==> src/rtl/core/stb_pkg.sv <==
// Shared types and codes for the software timer bank.
package stb_pkg;

  localparam int SLOTS_DEFAULT = 8;
  localparam int MAX_WALK = 8;

  localparam logic [2:0] CMD_TICK     = 3'd0;
  localparam logic [2:0] CMD_ARM      = 3'd1;
  localparam logic [2:0] CMD_STOP     = 3'd2;
  localparam logic [2:0] CMD_CD_START = 3'd3;
  localparam logic [2:0] CMD_CD_STOP  = 3'd4;
  localparam logic [2:0] CMD_QUERY    = 3'd5;

  localparam logic [1:0] MODE_ONCE   = 2'd0;
  localparam logic [1:0] MODE_REPEAT = 2'd1;

  typedef struct packed {
    logic        start;
    logic        step;
    logic        clear;
    logic [2:0]  cmd;
    logic [15:0] load;
    logic [1:0]  mode;
    logic        notify;
  } stb_ctl_t;

  typedef struct packed {
    logic        fire;
    logic [15:0] alarm_elapsed;
    logic [15:0] countdown_elapsed;
    logic        alarm_running;
    logic        countdown_running;
  } stb_rpt_t;

endpackage

==> src/rtl/core/stb_cell.sv <==
// One timer slot of the bank, with the walk token handed on to the next slot.
module stb_cell
  import stb_pkg::*;
(
  input  logic     clk,
  input  logic     rst,
  input  stb_ctl_t ctl,
  input  logic     wr,
  input  logic     sel,
  input  logic     token_in,
  output logic     token_out,
  output stb_rpt_t rpt
);

  logic [15:0] a_count;
  logic [15:0] a_reload;
  logic        a_en;
  logic [1:0]  a_mode;
  logic        a_notify;
  logic [15:0] c_count;
  logic [15:0] c_reload;
  logic        c_en;
  logic        token;

  logic [15:0] a_dec;
  logic [15:0] c_dec;
  logic [15:0] a_count_next;
  logic        a_en_next;
  logic [15:0] c_count_next;
  logic        c_en_next;
  logic        fire;

  assign a_dec = (a_count != 16'd0) ? a_count - 16'd1 : a_count;
  assign c_dec = (c_count != 16'd0) ? c_count - 16'd1 : c_count;

  always_comb begin
    a_count_next = a_count;
    a_en_next    = a_en;
    fire         = 1'b0;
    if (a_en) begin
      a_count_next = a_dec;
      if (a_dec == 16'd0) begin
        if (a_mode == MODE_REPEAT) begin
          a_count_next = a_reload;
        end else if (a_mode == MODE_ONCE) begin
          a_en_next = 1'b0;
        end
        fire = a_notify;
      end
    end
  end

  always_comb begin
    c_count_next = c_count;
    c_en_next    = c_en;
    if (c_en) begin
      c_count_next = c_dec;
      if (c_dec == 16'd0) begin
        c_en_next = 1'b0;
      end
    end
  end

  always_comb begin
    rpt = '0;
    if (token) begin
      rpt.fire              = fire;
      rpt.alarm_elapsed     = a_reload - a_count_next;
      rpt.countdown_elapsed = c_reload - c_count_next;
      rpt.alarm_running     = a_en_next;
      rpt.countdown_running = c_en_next;
    end else if (sel) begin
      rpt.alarm_elapsed     = a_reload - a_count;
      rpt.countdown_elapsed = c_reload - c_count;
      rpt.alarm_running     = a_en;
      rpt.countdown_running = c_en;
    end
  end

  always_ff @(posedge clk) begin
    if (rst) begin
      a_count  <= '0;
      a_reload <= '0;
      a_en     <= 1'b0;
      a_mode   <= '0;
      a_notify <= 1'b0;
      c_count  <= '0;
      c_reload <= '0;
      c_en     <= 1'b0;
    end else if (wr) begin
      unique case (ctl.cmd)
        CMD_ARM: begin
          a_count  <= ctl.load;
          a_reload <= ctl.load;
          a_en     <= 1'b1;
          a_mode   <= ctl.mode;
          a_notify <= ctl.notify;
        end
        CMD_STOP: begin
          a_count <= '0;
          a_en    <= 1'b0;
        end
        CMD_CD_START: begin
          c_count  <= ctl.load;
          c_reload <= ctl.load;
          c_en     <= 1'b1;
        end
        CMD_CD_STOP: begin
          c_count <= '0;
          c_en    <= 1'b0;
        end
        default: begin
        end
      endcase
    end else if (token && ctl.step) begin
      a_count <= a_count_next;
      a_en    <= a_en_next;
      c_count <= c_count_next;
      c_en    <= c_en_next;
    end
  end

  always_ff @(posedge clk) begin
    if (rst) begin
      token <= 1'b0;
    end else if (ctl.step) begin
      token <= ctl.clear ? 1'b0 : token_in;
    end else if (ctl.start) begin
      token <= token_in;
    end
  end

  assign token_out = token;

endmodule

==> src/rtl/core/software_timer_bank.sv <==
// Top level of the software timer bank: command decode, tick walk and output stage.
//
// Input words on s_* carry a command: tick, arm alarm, stop alarm, start
// countdown, stop countdown or query. Output words on m_* carry one result
// each; m_tuser is the fired flag and m_tlast marks the final word of a command.
// The slot count to walk per tick is written through cfg_wr_en and cfg_wr_data.
// A command other than a tick (codes one to five) is taken in the idle state;
// its single result word is loaded into the output register from ST_CMD once
// the register has space, and no new command is taken until then.
// A tick passes a token down the row of slot cells, one slot per cycle unless
// the walk stalls, over a walk length of at most eight. A fire result is held
// one slot back so that the last one can be flagged; the final word is loaded
// from ST_FIN once the output register has space. Codes six and seven are dropped.
// When the receiver stalls with a fire result pending, the walk stops at the next
// firing slot and no new command is taken until the pending words can move on.
// Reset clears every slot, the tick total, the slot count and the output.
module software_timer_bank
  import stb_pkg::*;
#(
  parameter int SLOTS = SLOTS_DEFAULT
) (
  input  logic         clk,
  input  logic         rst,
  input  logic         cfg_wr_en,
  input  logic [3:0]   cfg_wr_data,
  input  logic         s_tvalid,
  output logic         s_tready,
  // cmd[2:0], slot[5:3], load_value[21:6], repeat_mode[23:22], has_callback[24]
  input  logic [31:0]  s_tdata,
  output logic         m_tvalid,
  input  logic         m_tready,
  // out_slot[2:0], alarm_elapsed[18:3], countdown_elapsed[34:19],
  // alarm_running[35], countdown_running[36], elapsed_ms[100:37]
  output logic [103:0] m_tdata,
  // fired[0]
  output logic         m_tuser,
  output logic         m_tlast
);

  localparam int WALK_MAX = (SLOTS < MAX_WALK) ? SLOTS : MAX_WALK;

  localparam logic [1:0] ST_IDLE = 2'd0;
  localparam logic [1:0] ST_CMD  = 2'd1;
  localparam logic [1:0] ST_WALK = 2'd2;
  localparam logic [1:0] ST_FIN  = 2'd3;

  logic [1:0]  state;
  logic [3:0]  active_slots;
  logic [63:0] tick_total;
  logic [2:0]  idx;
  logic [2:0]  cmd_slot;

  logic        ovalid;
  logic [2:0]  o_slot;
  logic        o_last;
  stb_rpt_t    o_rpt;
  logic [63:0] o_ms;

  logic        pvalid;
  logic [2:0]  p_slot;
  stb_rpt_t    p_rpt;

  logic [2:0]  in_cmd;
  logic [2:0]  in_slot;
  logic        accept;
  logic        cmd_wr;
  logic [3:0]  walk_len;
  logic        last_idx;
  logic        space;
  logic        go;
  logic        push;
  logic [2:0]  push_slot;
  logic        push_last;
  stb_rpt_t    push_rpt;

  stb_ctl_t               ctl;
  logic [SLOTS-1:0]       token;
  stb_rpt_t [SLOTS-1:0]   rpt_cell;
  stb_rpt_t               rpt;

  assign in_cmd  = s_tdata[2:0];
  assign in_slot = s_tdata[5:3];
  assign s_tready = (state == ST_IDLE);
  assign accept   = s_tvalid && s_tready;
  assign cmd_wr   = accept && (in_cmd == CMD_ARM || in_cmd == CMD_STOP ||
                               in_cmd == CMD_CD_START || in_cmd == CMD_CD_STOP);

  assign walk_len = (32'(active_slots) > WALK_MAX) ? 4'(WALK_MAX) : active_slots;
  assign last_idx = ({1'b0, idx} == walk_len - 4'd1);
  assign space    = !ovalid || m_tready;
  assign go       = (state == ST_WALK) && !(rpt.fire && pvalid && !space);

  assign ctl.start  = accept && (in_cmd == CMD_TICK) && (walk_len != 4'd0);
  assign ctl.step   = go;
  assign ctl.clear  = go && last_idx;
  assign ctl.cmd    = in_cmd;
  assign ctl.load   = s_tdata[21:6];
  assign ctl.mode   = s_tdata[23:22];
  assign ctl.notify = s_tdata[24];

  for (genvar i = 0; i < SLOTS; i++) begin : g_cell
    logic tin;
    if (i == 0) begin : g_head
      assign tin = ctl.start;
    end else begin : g_link
      assign tin = token[i-1];
    end
    stb_cell u_cell (
      .clk       (clk),
      .rst       (rst),
      .ctl       (ctl),
      .wr        (cmd_wr && (32'(in_slot) == i)),
      .sel       ((state == ST_CMD) && (32'(cmd_slot) == i)),
      .token_in  (tin),
      .token_out (token[i]),
      .rpt       (rpt_cell[i])
    );
  end

  always_comb begin
    rpt = '0;
    for (int i = 0; i < SLOTS; i++) begin
      rpt = rpt | rpt_cell[i];
    end
  end

  always_comb begin
    push      = 1'b0;
    push_slot = cmd_slot;
    push_last = 1'b1;
    push_rpt  = rpt;
    unique case (state)
      ST_CMD: begin
        push = space;
      end
      ST_WALK: begin
        push      = go && rpt.fire && pvalid;
        push_slot = p_slot;
        push_last = 1'b0;
        push_rpt  = p_rpt;
      end
      ST_FIN: begin
        push      = space;
        push_slot = p_slot;
        push_rpt  = p_rpt;
      end
      default: begin
      end
    endcase
  end

  always_ff @(posedge clk) begin
    if (rst) begin
      state        <= ST_IDLE;
      active_slots <= '0;
      tick_total   <= '0;
      idx          <= '0;
      cmd_slot     <= '0;
      pvalid       <= 1'b0;
      ovalid       <= 1'b0;
    end else begin
      if (cfg_wr_en) begin
        active_slots <= cfg_wr_data;
      end
      if (push) begin
        ovalid <= 1'b1;
      end else if (m_tready) begin
        ovalid <= 1'b0;
      end
      unique case (state)
        ST_IDLE: begin
          if (accept) begin
            cmd_slot <= in_slot;
            idx      <= '0;
            if (in_cmd == CMD_TICK) begin
              tick_total <= tick_total + 64'd1;
              if (walk_len != 4'd0) begin
                state <= ST_WALK;
              end
            end else if (in_cmd <= CMD_QUERY) begin
              state <= ST_CMD;
            end
          end
        end
        ST_CMD: begin
          if (space) begin
            state <= ST_IDLE;
          end
        end
        ST_WALK: begin
          if (go) begin
            if (rpt.fire) begin
              pvalid <= 1'b1;
            end
            if (last_idx) begin
              state <= (pvalid || rpt.fire) ? ST_FIN : ST_IDLE;
            end else begin
              idx <= idx + 3'd1;
            end
          end
        end
        ST_FIN: begin
          if (space) begin
            pvalid <= 1'b0;
            state  <= ST_IDLE;
          end
        end
        default: begin
          state <= ST_IDLE;
        end
      endcase
    end
  end

  always_ff @(posedge clk) begin
    if (go && rpt.fire) begin
      p_slot <= idx;
      p_rpt  <= rpt;
    end
    if (push) begin
      o_slot <= push_slot;
      o_last <= push_last;
      o_rpt  <= push_rpt;
      o_ms   <= tick_total;
    end
  end

  assign m_tvalid = ovalid;
  assign m_tuser  = o_rpt.fire;
  assign m_tlast  = o_last;
  assign m_tdata  = {3'b000, o_ms, o_rpt.countdown_running, o_rpt.alarm_running,
                     o_rpt.countdown_elapsed, o_rpt.alarm_elapsed, o_slot};

  a_token_single: assert property (@(posedge clk) disable iff (rst) $onehot0(token))
    else $error("more than one slot holds the walk token");

  a_token_walk: assert property (@(posedge clk) disable iff (rst)
    (state == ST_WALK) |-> $onehot(token))
    else $error("walk in progress without a token");

  a_pend_idle: assert property (@(posedge clk) disable iff (rst)
    (state == ST_IDLE || state == ST_CMD) |-> !pvalid)
    else $error("fire result left pending outside a walk");

  a_fin_pend: assert property (@(posedge clk) disable iff (rst)
    (state == ST_FIN) |-> pvalid)
    else $error("final flush without a pending result");

endmodule
==> config.mk <==
export PLATFORM = sky130hd
export DESIGN_NAME = software_timer_bank
export DESIGN_NICKNAME = d
export VERILOG_FILES = /design/src/rtl/core/stb_pkg.sv /design/src/rtl/core/stb_cell.sv /design/src/rtl/core/software_timer_bank.sv
export SDC_FILE = /design/constraint.sdc
export NUM_CORES = 2
export LEC_CHECK = 0
export ABC_AREA = 1
export BUFFER_PORTS_ARGS = -buffer_cell sky130_fd_sc_hd__buf_4
export CAP_MARGIN = 15
export CELL_PAD_IN_SITES_DETAIL_PLACEMENT = 0
export CELL_PAD_IN_SITES_GLOBAL_PLACEMENT = 1
export CORE_ASPECT_RATIO = 0.8
export CORE_MARGIN = 2
export CORE_UTILIZATION = 46
export DETAILED_ROUTE_END_ITERATION = 10
export GPL_TIMING_DRIVEN = 1
export PLACE_DENSITY_LB_ADDON = 0.1
export SYNTH_ARGS = -nofsm -noshare
export SYNTH_HDL_FRONTEND = slang
export SYNTH_SLANG_ARGS = --single-unit
==> constraint.sdc <==
create_clock -name clk -period 9.5 [get_ports clk]
set_input_delay 0.475 -clock clk [delete_from_list [all_inputs] [get_ports clk]]
set_output_delay 0.475 -clock clk [all_outputs]
set_load 0.005 [all_outputs]
==> metrics <==
fraction of registers with async set/reset 0%; latest clock arrival within the worst-skew pair approximately 0.76 ns; Avg Vias per Cell roughly 6; PortBufs ~140; Critical Path Start Type register; worst slew pin tran 1.52 ns; Max Cap Viol 1; vias between 70,000 and 80,000; CTS resizes 0; synth-to-layout area growth 9.61%; TritonCTS Buffers between 90 and 100; largest net degree at the start of global routing 190; post-CTS setup buffer count 0; GP Congestion around 1.1; Fin Setup TNS 0 ns; GR Overflow Total 0; Routed Antenna Nets 0; fin nets ~11,000; RSZ-0062 raised after global routing false; Site Rows 126; Die Span X between 400 and 500 µm; sw power ~0.0049 W; sw frac 40.8%; Routed WL 332 mm; PwrDens 161 nW/µm²; Synth Register Bits between 700 and 800; gr usage total a little over two fifths; CP required approximately 10 ns; clock skew approximately 0.052 ns; starting density of the core a little under half; Relative slew margins -1.74%; synth unique cells 73; share of layout cells above drive strength 1 between 6 and 7%; Synth area leaders dfxtp_1 (19%), nand2_1 (12%), ha_1 (9.1%), o21ai_0 (9.0%), nor2_1 (7.8%); CTS tree done; DIE HEIGHT ~350 µm; status complete, but fails checks; filler instances 15,300; Tcrit/Tclk final around 84%; VDD IR-drop max 222 µV; ys flop type dfxtp_1; vias in the first global route roughly 67,000; total power about 0.012 W; CTS Hold Buffers Added 4; CTS H-tree depth 3; FMAX ~120 MHz; Post-DP HPWL about 250 mm; DIE AREA 151,000 µm²; CP most frequent cell nand2_1; Mapped Area between 60,000 and 70,000 µm²; placed insts 12,600; final hold slack roughly 0.045 ns; drt pass-1 iters 7; Post-synth EDFFs between 100 and 150; Worst-path clk slew approximately 0.06 ns; 1st-iter DRT viols approximately 11,000; Worst EP arrival approximately 8.5 ns; top cell type's share of synthesized area approximately a fifth; Slew Limit Fails 2; CP peak stage delay 0.83 ns; failing checks capacitance limit, slew limit; # clock sinks 779; initial antenna violation count 36; Setup-failing EPs final 0; final hold violation count 0; Hold WC Path Type input pin to register; endpoint class of the critical path register; first-pass GRT wire length roughly 470 mm; Crit Path Max Fanout 14; Leakage ~34 nW; Clock power frac 33.4%; residual DRC count 0; CP max-delay cell a21oi_1; Post-Layout Cell Count around 13,000; Synth area leader dfxtp_1; CTS root buf clkbuf_16; Sequential Power Share a little under a third; P_int 0.00707 W; Mapped Cells between 10,000 and 15,000; syn avg cell area approximately 6.3 µm²; final period demand of the worst path roughly 8 ns; sequential area share after synthesis 25.1%; crit path kind register to register; Longest Clk Path Bufs 3; warnings from Yosys 0; I/O pins ~150; CORE AREA 147,000 µm²; drt wl/cell around 26 µm; Comb pwr share ~36%
[area by class of cell]
type                    instances  area, µm²  area share [%]
multi-input cells            8380      44900            60.4
diodes                         12       30.0          0.0404
inverters                    1163       4430            5.96
clock inverters                46        564           0.759
flip-flops and latches        779      17000            22.9
clock buffers                 128       2730            3.67
well taps                    1984       2480            3.34
repair buffers                279       2200            2.96
[flip-flops by register name, indices dropped and copies added (netlist names), 16 cells and up]
signal,cells
g_cell.u_cell.c_reload,128
g_cell.u_cell.a_count,128
g_cell.u_cell.a_reload,128
g_cell.u_cell.a_mode,16
tick_total,64
m_tdata,34
g_cell.u_cell.c_count,128
p_rpt,35
o_ms,64
[kinds of logic (layout without fill, tap and decap cells)]
kind of cell / count (synthesis) / count (layout) / share of synthesized area [%]
AND/OR/NAND/NOR: 4814 / 4814 / 30.3
AO/OA/AOI/OAI: 2728 / 2728 / 21.5
buffers and inverters: 1540 / 1616 / 8.96
flip-flops: 779 / 779 / 25.1
adder cells (fa/ha/maj): 523 / 523 / 10.0
XOR/XNOR: 309 / 309 / 4.05
multiplexers: 3 / 3 / 0.0480
other: 1 / 15 / 0.00553
[through the flow]
| step | worst slack [ns] | instance area (µm²) | utilization (%) |
|---|---|---|---|
| 2_1_floorplan | 0.944 | 67800 | - |
| 3_3_place_gp | 1.83 | 70800 | 48.2 |
| 3_5_place_dp | 1.92 | 70800 | 48.2 |
| 4_1_cts | 1.88 | 74200 | 50.5 |
| 5_1_grt | 0.927 | 74300 | 50.6 |
| 6_report | 1.50 | 74400 | 50.6 |
[worst max-delay path, delay by kind of cell (launching register included)]
| kind | cells | cell delay (ns) |
|---|---|---|
| and+or+nand+nor | 22 | 3.61 |
| AOI/OAI and AO/OA | 6 | 2.17 |
| adders and majority gates | 2 | 0.63 |
| buffers and inverters | 6 | 0.62 |
| DFF | 1 | 0.44 |
| xor gates and xnor gates | 1 | 0.30 |
[final timing paths]
| kind | from | endpoint | slack [ns] | cells after the start |
|---|---|---|---|---|
| worst max-delay path | g_cell[5].u_cell.a_count[0]$_SDFFE_PP0P_ | m_tdata[14]$_DFFE_PP_ | 1.50 | 37 |
| worst min-delay path | cfg_wr_data[2] | active_slots[2]$_SDFFE_PP0P_ | 0.04 | 3 |
| worst min register to register | tick_total[62]$_SDFFE_PP0P_ | o_ms[62]$_DFFE_PP_ | 0.43 | 0 |
| worst max register to register | g_cell[5].u_cell.a_count[0]$_SDFFE_PP0P_ | m_tdata[14]$_DFFE_PP_ | 1.50 | 37 |
[power by group through the flow]
stage	registers [W]	clock network, W	logic, W
2_1_floorplan	0.00370	0	0.00265
3_3_place_gp	0.00370	0	0.00410
3_5_place_dp	0.00370	0	0.00411
4_1_cts	0.00363	0.00401	0.00413
5_1_grt	0.00364	0.00413	0.00465
6_report	0.00363	0.00399	0.00432
[Yosys cell counts, drive strengths merged, types with 15 or more instances]
master	n
a211oi	15
a21oi	954
nand3	638
o21ai	1385
xor2	232
buf	96
xnor2	77
o21a	19
o211ai	51
or2	36
a21boi	27
a21o	15
dfxtp	638
nand3b	25
o22ai	58
clkinv	31
ha	491
clkbuf	281
nand4	157
nor2	1450
edfxtp	141
fa	32
o21bai	36
o31ai	34
o2111ai	36
nor4	54
a31oi	44
nand2	2216
nor3	203
nor3b	16
inv	1132
[layout by cell type (no fill, tap or decap), types with 42 or more instances in the layout]
| master | Yosys | final |
|---|---|---|
| inv_1 | 1096 | 1093 |
| nand2_1 | 2174 | 2173 |
| o211ai_1 | 51 | 51 |
| nor3_1 | 196 | 195 |
| clkbuf_16 | 0 | 98 |
| dfxtp_1 | 638 | 637 |
| nor4_1 | 51 | 50 |
| o21ai_1 | 163 | 167 |
| edfxtp_1 | 141 | 141 |
| ha_1 | 491 | 491 |
| nor2_1 | 1408 | 1387 |
| nand4_1 | 157 | 157 |
| a21oi_1 | 954 | 954 |
| nand3_1 | 615 | 615 |
| o22ai_1 | 58 | 58 |
| buf_4 | 8 | 265 |
| a31oi_1 | 44 | 44 |
| xnor2_1 | 77 | 77 |
| nor2_2 | 30 | 42 |
| xor2_1 | 227 | 227 |
| o21ai_0 | 1222 | 1217 |
[metal layers]
| layer | share of wire [%] | GRT usage [%] |
|---|---|---|
| met4 | 4.9 | 17.4 |
| met3 | 15 | 17.3 |
| met5 | 0.17 | 0.739 |
| met1 | 43 | 60.8 |
| met2 | 36 | 54.9 |
Note: power is estimated with default switching activity, not from simulation.
